--- src/rtt_pkg.sv ---
// shared types and constants of the retransmission timer table
`timescale 1ns / 1ps

package rtt_pkg;

  localparam int CFG_IDX_W   = 2;
  localparam int CFG_DATA_W  = 20;
  localparam int TIMEOUT_W   = 20;
  localparam int RETRY_W     = 8;

  localparam int IN_TDATA_W  = 128;
  localparam int OUT_TDATA_W = 72;

  // bit positions inside the output tdata
  localparam int OUT_ACCEPTED_BIT = 0;
  localparam int OUT_KILL_BIT     = 65;

  // flag byte bits
  localparam int FLAG_FIN = 0;
  localparam int FLAG_SYN = 1;

  localparam logic [TIMEOUT_W-1:0] INITIAL_TIMEOUT_RST = 20'd1000;
  localparam logic [TIMEOUT_W-1:0] MAX_TIMEOUT_RST     = 20'd60000;
  localparam logic [RETRY_W-1:0]   MAX_RETRIES_RST     = 8'd8;
  localparam logic [RETRY_W-1:0]   FIN_MAX_RETRIES_RST = 8'd3;

  typedef enum logic [1:0] {
    ACT_ENQUEUE = 2'd0,
    ACT_ACK     = 2'd1,
    ACT_TICK    = 2'd2,
    ACT_FLUSH   = 2'd3
  } action_t;

  typedef enum logic [1:0] {
    KIND_ENQ_REPLY  = 2'd0,
    KIND_RETRANSMIT = 2'd1,
    KIND_RELEASE    = 2'd2,
    KIND_DONE       = 2'd3
  } kind_t;

  typedef enum logic [CFG_IDX_W-1:0] {
    CFG_INITIAL_TIMEOUT = 2'd0,
    CFG_MAX_TIMEOUT     = 2'd1,
    CFG_MAX_RETRIES     = 2'd2,
    CFG_FIN_MAX_RETRIES = 2'd3
  } cfg_reg_t;

  typedef struct packed {
    logic [TIMEOUT_W-1:0] initial_timeout;
    logic [TIMEOUT_W-1:0] max_timeout;
    logic [RETRY_W-1:0]   max_retries;
    logic [RETRY_W-1:0]   fin_max_retries;
  } cfg_t;

  typedef struct packed {
    action_t     action;
    logic [31:0] seq;
    logic [7:0]  flags;
    logic [15:0] length;
    logic [7:0]  buffer;
    logic [31:0] ack;
    logic [31:0] now;
  } item_t;

  typedef struct packed {
    kind_t       kind;
    logic        accepted;
    logic [31:0] seq;
    logic [7:0]  flags;
    logic [15:0] length;
    logic [7:0]  buffer;
    logic        kill;
    logic        last;
  } result_t;

endpackage

--- src/tcp_retransmit_timer_table.sv ---
// top level of the tcp retransmission timer table
//
//   channel  dir  handshake         payload
//   s_*      in   s_tvalid/tready   tuser action, tdata segment, ack and time fields
//   m_*      out  m_tvalid/tready   tuser result kind, tlast last, tdata result fields
//   cfg_*    in   cfg_write         cfg_index register, cfg_data value
//
// one input item is in work at a time; s_tready is high only while idle
// enqueue: first-free search one slot per cycle, then a reply item, accepted set
//   for the first free slot and clear when the table is full
// ack, tick, flush: the slot ram's single read port walks one slot per cycle
//   while no emitted item waits on m_tready, then the done item follows
// reset clears the valid bits directly, so no clearing pass is needed
// a held output item never blocks the engine from loading the next once taken
`timescale 1ns / 1ps

module tcp_retransmit_timer_table import rtt_pkg::*; #(
  parameter int ENTRIES  = 16,
  parameter int TAG_BITS = 8
) (
  input  logic                   clk,
  input  logic                   rst,
  // stream input
  input  logic                   s_tvalid,
  output logic                   s_tready,
  // seq_number, seg_flags, seg_length, buffer_tag, ack_number, now_ms
  input  logic [IN_TDATA_W-1:0]  s_tdata,
  // action
  input  logic [1:0]             s_tuser,
  // stream output
  output logic                   m_tvalid,
  input  logic                   m_tready,
  // accepted, out_seq, out_flags, out_length, out_buffer, kill, zero pad
  output logic [OUT_TDATA_W-1:0] m_tdata,
  // result_kind
  output logic [1:0]             m_tuser,
  output logic                   m_tlast,
  // configuration write port
  input  logic                   cfg_write,
  input  logic [CFG_IDX_W-1:0]   cfg_index,
  input  logic [CFG_DATA_W-1:0]  cfg_data
);

  cfg_t    cfg;
  item_t   in_item;
  result_t res;
  result_t out_q;
  logic    res_valid;
  logic    res_ready;

  rtt_cfg_regs u_cfg (
    .clk       (clk),
    .rst       (rst),
    .cfg_write (cfg_write),
    .cfg_index (cfg_index),
    .cfg_data  (cfg_data),
    .cfg       (cfg)
  );

  // unpack the input item, first field in the low bits
  always_comb begin
    in_item.action = action_t'(s_tuser);
    in_item.seq    = s_tdata[31:0];
    in_item.flags  = s_tdata[39:32];
    in_item.length = s_tdata[55:40];
    in_item.buffer = s_tdata[63:56];
    in_item.ack    = s_tdata[95:64];
    in_item.now    = s_tdata[127:96];
  end

  rtt_engine #(
    .ENTRIES  (ENTRIES),
    .TAG_BITS (TAG_BITS)
  ) u_engine (
    .clk       (clk),
    .rst       (rst),
    .cfg       (cfg),
    .in_valid  (s_tvalid),
    .in_ready  (s_tready),
    .in_item   (in_item),
    .res_valid (res_valid),
    .res_ready (res_ready),
    .res       (res)
  );

  // output register: loads whenever empty or being drained
  assign res_ready = !m_tvalid || m_tready;

  always_ff @(posedge clk) begin
    if (rst) begin
      m_tvalid <= 1'b0;
    end else if (res_ready) begin
      m_tvalid <= res_valid;
    end
  end

  always_ff @(posedge clk) begin
    if (res_ready && res_valid) begin
      out_q <= res;
    end
  end

  assign m_tdata = {6'd0, out_q.kill, out_q.buffer, out_q.length, out_q.flags,
                    out_q.seq, out_q.accepted};
  assign m_tuser = out_q.kind;
  assign m_tlast = out_q.last;

endmodule

--- src/rtt_ram.sv ---
// generic single-port-write ram with registered read
`timescale 1ns / 1ps

module rtt_ram #(
  parameter int WIDTH = 8,
  parameter int DEPTH = 16
) (
  input  logic                     clk,
  input  logic                     we,
  input  logic [$clog2(DEPTH)-1:0] waddr,
  input  logic [WIDTH-1:0]         wdata,
  input  logic                     re,
  input  logic [$clog2(DEPTH)-1:0] raddr,
  output logic [WIDTH-1:0]         rdata
);

  logic [WIDTH-1:0] mem [DEPTH];

  always_ff @(posedge clk) begin
    if (we) begin
      mem[waddr] <= wdata;
    end
    if (re) begin
      rdata <= mem[raddr];
    end
  end

endmodule

--- src/rtt_cfg_regs.sv ---
// configuration registers of the retransmission timer table
`timescale 1ns / 1ps

module rtt_cfg_regs import rtt_pkg::*; (
  input  logic                  clk,
  input  logic                  rst,
  input  logic                  cfg_write,
  input  logic [CFG_IDX_W-1:0]  cfg_index,
  input  logic [CFG_DATA_W-1:0] cfg_data,
  output cfg_t                  cfg
);

  always_ff @(posedge clk) begin
    if (rst) begin
      cfg.initial_timeout <= INITIAL_TIMEOUT_RST;
      cfg.max_timeout     <= MAX_TIMEOUT_RST;
      cfg.max_retries     <= MAX_RETRIES_RST;
      cfg.fin_max_retries <= FIN_MAX_RETRIES_RST;
    end else if (cfg_write) begin
      unique case (cfg_reg_t'(cfg_index))
        CFG_INITIAL_TIMEOUT: cfg.initial_timeout <= cfg_data;
        CFG_MAX_TIMEOUT:     cfg.max_timeout     <= cfg_data;
        CFG_MAX_RETRIES:     cfg.max_retries     <= cfg_data[RETRY_W-1:0];
        CFG_FIN_MAX_RETRIES: cfg.fin_max_retries <= cfg_data[RETRY_W-1:0];
        default: ;
      endcase
    end
  end

endmodule

--- src/rtt_engine.sv ---
// slot table: valid bits, slot ram and the enqueue / scan sequencer
`timescale 1ns / 1ps

module rtt_engine import rtt_pkg::*; #(
  parameter int ENTRIES  = 16,
  parameter int TAG_BITS = 8
) (
  input  logic    clk,
  input  logic    rst,
  input  cfg_t    cfg,
  input  logic    in_valid,
  output logic    in_ready,
  input  item_t   in_item,
  output logic    res_valid,
  input  logic    res_ready,
  output result_t res
);

  localparam int IW = $clog2(ENTRIES);
  localparam int TW = (TAG_BITS < 8) ? TAG_BITS : 8;
  localparam logic [IW:0]   CNT_END  = (IW + 1)'(ENTRIES);
  localparam logic [IW-1:0] LAST_IDX = IW'(ENTRIES - 1);

  typedef struct packed {
    logic [RETRY_W-1:0]   retries;
    logic [TIMEOUT_W-1:0] timeout;
    logic [31:0]          sent;
    logic [TW-1:0]        buffer;
    logic [15:0]          length;
    logic [7:0]           flags;
    logic [31:0]          seq;
  } slot_t;

  localparam int SW = $bits(slot_t);

  typedef enum logic [2:0] {
    S_IDLE,
    S_ENQ,
    S_REPLY,
    S_SCAN,
    S_DONE
  } state_t;

  state_t             state;
  item_t              item;
  logic [IW:0]        cnt;
  logic               e_v;
  logic [IW-1:0]      e_idx;
  logic               kill_seen;
  logic               acc;
  logic [ENTRIES-1:0] valid;

  logic          ram_we;
  logic [IW-1:0] ram_waddr;
  logic [SW-1:0] ram_wdata;
  logic          ram_re;
  logic [SW-1:0] ram_rdata;

  slot_t rd;
  slot_t wb;
  slot_t new_slot;

  logic                 issued_all;
  logic                 enq_free;
  logic                 e_live;
  logic                 has_buf;
  logic                 syn;
  logic                 fin;
  logic [31:0]          seg_end;
  logic [31:0]          ack_gap;
  logic [31:0]          elapsed;
  logic                 expired;
  logic                 fin_only;
  logic [RETRY_W-1:0]   budget;
  logic [TIMEOUT_W:0]   dbl;
  logic [TIMEOUT_W-1:0] new_timeout;
  logic                 e_emit;
  logic                 e_clear;
  logic                 e_wb;
  logic                 e_kill;
  result_t              e_res;
  logic                 advance;

  rtt_ram #(
    .WIDTH (SW),
    .DEPTH (ENTRIES)
  ) u_slot_ram (
    .clk   (clk),
    .we    (ram_we),
    .waddr (ram_waddr),
    .wdata (ram_wdata),
    .re    (ram_re),
    .raddr (cnt[IW-1:0]),
    .rdata (ram_rdata)
  );

  assign rd         = slot_t'(ram_rdata);
  assign issued_all = (cnt == CNT_END);
  assign enq_free   = !valid[cnt[IW-1:0]];
  assign in_ready   = (state == S_IDLE);

  // slot evaluation on the registered read word of slot e_idx
  always_comb begin
    e_live      = e_v && valid[e_idx];
    has_buf     = (rd.length != 16'd0);
    syn         = rd.flags[FLAG_SYN];
    fin         = rd.flags[FLAG_FIN];
    seg_end     = rd.seq + {16'd0, rd.length} + {30'd0, syn & fin, syn ^ fin};
    ack_gap     = item.ack - seg_end;
    elapsed     = item.now - rd.sent;
    expired     = (elapsed >= {12'd0, rd.timeout});
    fin_only    = !has_buf && fin;
    budget      = fin_only ? cfg.fin_max_retries : cfg.max_retries;
    dbl         = {rd.timeout, 1'b0};
    new_timeout = (dbl > {1'b0, cfg.max_timeout}) ? cfg.max_timeout : dbl[TIMEOUT_W-1:0];

    e_emit  = 1'b0;
    e_clear = 1'b0;
    e_wb    = 1'b0;
    e_kill  = 1'b0;
    e_res   = '0;
    e_res.buffer = 8'(rd.buffer);

    if (e_live) begin
      case (item.action)
        ACT_ACK: begin
          if (!ack_gap[31]) begin
            e_clear    = 1'b1;
            e_emit     = has_buf;
            e_res.kind = KIND_RELEASE;
          end
        end
        ACT_TICK: begin
          if (expired) begin
            if (rd.retries >= budget) begin
              e_kill = 1'b1;
            end else begin
              e_emit       = 1'b1;
              e_wb         = 1'b1;
              e_res.kind   = KIND_RETRANSMIT;
              e_res.seq    = rd.seq;
              e_res.flags  = rd.flags;
              e_res.length = rd.length;
            end
          end
        end
        ACT_FLUSH: begin
          e_clear    = 1'b1;
          e_emit     = has_buf;
          e_res.kind = KIND_RELEASE;
        end
        default: ;
      endcase
    end

    if (!e_emit) begin
      e_res.buffer = 8'd0;
    end

    advance = !e_emit || res_ready;

    wb         = rd;
    wb.retries = rd.retries + 1'b1;
    wb.sent    = item.now;
    wb.timeout = new_timeout;

    new_slot.retries = '0;
    new_slot.timeout = cfg.initial_timeout;
    new_slot.sent    = item.now;
    new_slot.buffer  = item.buffer[TW-1:0];
    new_slot.length  = item.length;
    new_slot.flags   = item.flags;
    new_slot.seq     = item.seq;
  end

  // ram port control
  always_comb begin
    ram_re    = (state == S_SCAN) && advance && !issued_all;
    ram_we    = 1'b0;
    ram_waddr = e_idx;
    ram_wdata = wb;
    if (state == S_ENQ) begin
      ram_we    = enq_free;
      ram_waddr = cnt[IW-1:0];
      ram_wdata = new_slot;
    end else if (state == S_SCAN) begin
      ram_we = e_wb && advance;
    end
  end

  // result selection
  always_comb begin
    res       = '0;
    res_valid = 1'b0;
    unique case (state)
      S_REPLY: begin
        res_valid    = 1'b1;
        res.kind     = KIND_ENQ_REPLY;
        res.accepted = acc;
        res.last     = 1'b1;
      end
      S_SCAN: begin
        res_valid = e_emit;
        res       = e_res;
      end
      S_DONE: begin
        res_valid = 1'b1;
        res.kind  = KIND_DONE;
        res.kill  = kill_seen;
        res.last  = 1'b1;
      end
      default: ;
    endcase
  end

  always_ff @(posedge clk) begin
    if (rst) begin
      state <= S_IDLE;
      valid <= '0;
      e_v   <= 1'b0;
    end else begin
      unique case (state)
        S_IDLE: begin
          if (in_valid) begin
            item      <= in_item;
            cnt       <= '0;
            e_v       <= 1'b0;
            kill_seen <= 1'b0;
            state     <= (in_item.action == ACT_ENQUEUE) ? S_ENQ : S_SCAN;
          end
        end
        S_ENQ: begin
          if (enq_free) begin
            valid[cnt[IW-1:0]] <= 1'b1;
            acc                <= 1'b1;
            state              <= S_REPLY;
          end else if (cnt[IW-1:0] == LAST_IDX) begin
            acc   <= 1'b0;
            state <= S_REPLY;
          end else begin
            cnt <= cnt + 1'b1;
          end
        end
        S_REPLY: begin
          if (res_ready) begin
            state <= S_IDLE;
          end
        end
        S_SCAN: begin
          if (advance) begin
            if (e_clear) begin
              valid[e_idx] <= 1'b0;
            end
            if (e_kill) begin
              kill_seen <= 1'b1;
            end
            if (!issued_all) begin
              e_v   <= 1'b1;
              e_idx <= cnt[IW-1:0];
              cnt   <= cnt + 1'b1;
            end else begin
              e_v <= 1'b0;
            end
          end
          if (issued_all && !e_v) begin
            state <= S_DONE;
          end
        end
        S_DONE: begin
          if (res_ready) begin
            state <= S_IDLE;
          end
        end
        default: state <= S_IDLE;
      endcase
    end
  end

endmodule

--- config.mk ---
export PLATFORM = sky130hd
export DESIGN_NAME = tcp_retransmit_timer_table
export DESIGN_NICKNAME = d
export VERILOG_FILES = /design/src/rtt_pkg.sv /design/src/tcp_retransmit_timer_table.sv /design/src/rtt_ram.sv /design/src/rtt_cfg_regs.sv /design/src/rtt_engine.sv
export SDC_FILE = /design/constraint.sdc
export NUM_CORES = 2
export LEC_CHECK = 0
export BUFFER_PORTS_ARGS = -buffer_cell sky130_fd_sc_hd__clkbuf_2
export CAP_MARGIN = 20
export CORE_MARGIN = 4
export CORE_UTILIZATION = 30
export DETAILED_ROUTE_END_ITERATION = 8
export PLACE_DENSITY_LB_ADDON = 0.25
export SETUP_SLACK_MARGIN = 0.02
export SYNTH_ARGS = -nofsm -noshare
export SYNTH_HDL_FRONTEND = slang
export SYNTH_SLANG_ARGS = --single-unit
--- constraint.sdc ---
create_clock -name clk -period 13.2 [get_ports clk]
set_clock_uncertainty 0.05 [all_clocks]
set_input_delay 1.32 -clock clk [delete_from_list [all_inputs] [get_ports clk]]
set_output_delay 1.32 -clock clk [all_outputs]
set_load 0.05 [all_outputs]
==> results.cfg <==
[run_status]
status = complete, no violations

[timing]
period_needed_ns = 7.75
worstMarginPinSlew_ns = 1.13
fin_ws_ns = 5.45
rsz0062_at_grt = false
finalSetupTns_ns = 0
hold_viol_final = 0
holdWs_ns = 0.406
fmax_mhz = 129
relSlewSlack_pct = 24.7
drv_slew = 0
min_period_over_period_pct = 58.7
setup_viol = 0

[synth]
yosys_warnings = 0
synth_ff_type = edfxtp_1
ys_types = 81
synthesis.area_mm2 = 0.0954
synthArstFlopShare_pct = 0
ys_seq_area_share_pct = 74.6
synth_edf_count = 2318
ys_seq_elements = 2395
syn_inst = 4705
synth.avg_cell_area_um2 = 20.3

[cts]
clk_pin_slew_ns = 0.06
cts_tree = built
h-tree-depth = 4
clockBufferDepth = 4
cts_root_buffer = clkbuf_16
clock_sinks = 2395
cts_hold_buf = 0
insertion_delay_ns = 0.89
postCtsSetupBuffers = 0
numCtsBuffers = 240
ctsResizeCount = 0

[critical_path]
crit_slowest_cell = buf_4
critical_path_buf_inv_count = 4
critical_path_required_ns = 13.62
cp.arrival_ns = 8.17
end_kind = flip-flop
path_cells = nor4_1, nand4_1, inv_1, nand2_1, mux2_2, ha_1, nand2b_1, a21o_1, a21o_1, a21o_1, a21o_1, a21oi_1, o21ai_1, nor3_1, a31oi_4, buf_12, nor2_4, buf_4, buf_4
startpoint_type = flip-flop
cpPeakStageDelay_ns = 0.78
critPathKind = flip-flop to flip-flop
critical-path-top-delay-family = simple AND/OR/NAND/NOR gates
cp_max_fo = 36
cp_common_cell = a21o_1

[layout]
drive_gt1_share_pct = 26.8
layout.nets = 5376
layout_commonest_cell = edfxtp_1
syn2layout_area_growth_pct = 15.1
fin_util_pct = 34.8
seq_area_mm2 = 0.0711
final_cell_mix = edfxtp_1, mux4_2, nand2_1, clkbuf_16, clkbuf_2
multi_input_area_mm2 = 0.0228
fill_cells = 29400

[global_routing]
grt_pass1_vias = 47900
track_usage_pct = 15.3
grt_pass1_wl_mm = 362
antenna_found_initial = 23
grt-ovfl-total = 0
grt_max_degree = 124

[floorplanning]
start_util_pct = 30.2
die_x_um = 572
rows = 206
die_height_um = 572
core_mm2 = 0.316
ioPinCount = 234
die-area_mm2 = 0.327

[power_and_ir_drop]
p_leak_nw = 35.6
power.density_mw_per_mm2 = 176
vdd_drop_max_v = 0.000113

[place]
routabilityCongestion = 0.823
port_buffers = 227
dp_slack_ns = 5.40
dpl.hpwl_mm = 143

[drt]
drtAntennaViolNets = 0
drtIter0Drc = 4309
drc = 0
drt_wl_total_mm = 255
vias = 46700
avgViaCountPerCell = 4.96
routedWlPerCell_um = 27.1
drt_pre_antenna_iters = 5

[flow_run]
cap_violations = 0

[hold_path]
hold_path_class = flip-flop to flip-flop
## cell type report
type | instances | share of cell area (%)
diodes | 9 | 0.0205
repair buffers | 333 | 1.94
clock inverters | 139 | 1.33
clock buffers | 294 | 5.74
inverters | 169 | 0.578
flip-flops and latches | 2395 | 64.8
well taps | 4160 | 4.74
multi-input cells | 1917 | 20.8
## logic make-up after synthesis
group | synth area share [%]
compound gates | 2.37
xor+xnor | 0.294
simple gates | 3.57
other cells | 0.00393
flops | 74.6
buf+inv | 1.67
fa+ha+maj | 2.28
mux | 15.2
## synth_stat cells, drive strengths merged, types with 18 or more instances
| master | n | area (um2) |
|---|---|---|
| a21o | 39 | 293 |
| a21oi | 125 | 674 |
| and2 | 64 | 531 |
| buf | 80 | 394 |
| clkbuf | 149 | 561 |
| dfxtp | 77 | 1540 |
| edfxtp | 2318 | 69600 |
| fa | 18 | 360 |
| ha | 145 | 1810 |
| inv | 169 | 634 |
| mux2i | 31 | 310 |
| mux4 | 630 | 14200 |
| nand2 | 360 | 1350 |
| nand3 | 31 | 160 |
| nand4 | 21 | 150 |
| nor2 | 105 | 394 |
| nor3 | 37 | 190 |
| o21ai | 68 | 340 |
| xor2 | 18 | 158 |
## worst min-delay path, stage by stage (launching register included)
cell and delay [ns]:
dfxtp_1 0.31, nand2_1 0.05, a21oi_1 0.05
## state kept, by name (all words and copies together) (netlist names)
| name | flops |
|---|---|
| u_cfg.cfg | 56 |
| u_engine.kill_seen | 1 |
| m_tlast | 1 |
| u_engine.cnt | 5 |
| u_engine.e_idx | 4 |
| m_tuser | 2 |
| u_engine.acc | 1 |
| m_tvalid | 1 |
| u_engine.u_slot_ram.rdata | 124 |
| u_engine.e_v | 1 |
| u_engine.valid | 16 |
| u_engine.item | 130 |
| m_tdata | 66 |
| u_engine.u_slot_ram.mem | 1984 |
| u_engine.state | 3 |
## layer usage
| metal | part of all wire, % | vias up | track usage [%] |
|---|---|---|---|
| li1 | - | 19800 | - |
| met1 | 44 | 25200 | 21.5 |
| met2 | 48 | 1420 | 24.8 |
| met3 | 6.0 | 323 | 2.88 |
| met4 | 2.2 | 12 | 3.45 |
| met5 | 0.031 | - | 0 |
## stage by stage
stage	instance area, um2	total power [mW]	cells
floorplan	95400	11.6	4710
global placement	102000	12.7	8970
detailed placement	102000	12.7	8972
CTS	110000	19.6	9405
global route	110000	20.1	9410
finish	110000	19.3	9416
## final timing paths
| kind | start | end | slack (ns) | cells after the start |
|---|---|---|---|---|
| worst min-delay path | u_cfg.cfg[37]$_SDFFE_PP0P_ | u_cfg.cfg[37]$_SDFFE_PP0P_ | 0.41 | 2 |
| worst max-delay path | u_engine.u_slot_ram.rdata[48]$_DFFE_PP_ | u_engine.u_slot_ram.mem[8][86]$_DFFE_PP_ | 5.45 | 19 |
| worst min register to register | u_cfg.cfg[37]$_SDFFE_PP0P_ | u_cfg.cfg[37]$_SDFFE_PP0P_ | 0.41 | 2 |
| worst max register to register | u_engine.u_slot_ram.rdata[48]$_DFFE_PP_ | u_engine.u_slot_ram.mem[8][86]$_DFFE_PP_ | 5.45 | 19 |
## where the power goes
group | switching, mW | internal [mW] | total, mW
Sequential | 0.206 | 9.22 | 9.43
Clock | 2.88 | 3.96 | 6.83
Combinational | 2.03 | 1.05 | 3.08
Total | 5.11 | 14.2 | 19.3
Note: power is estimated with default switching activity, not from simulation.
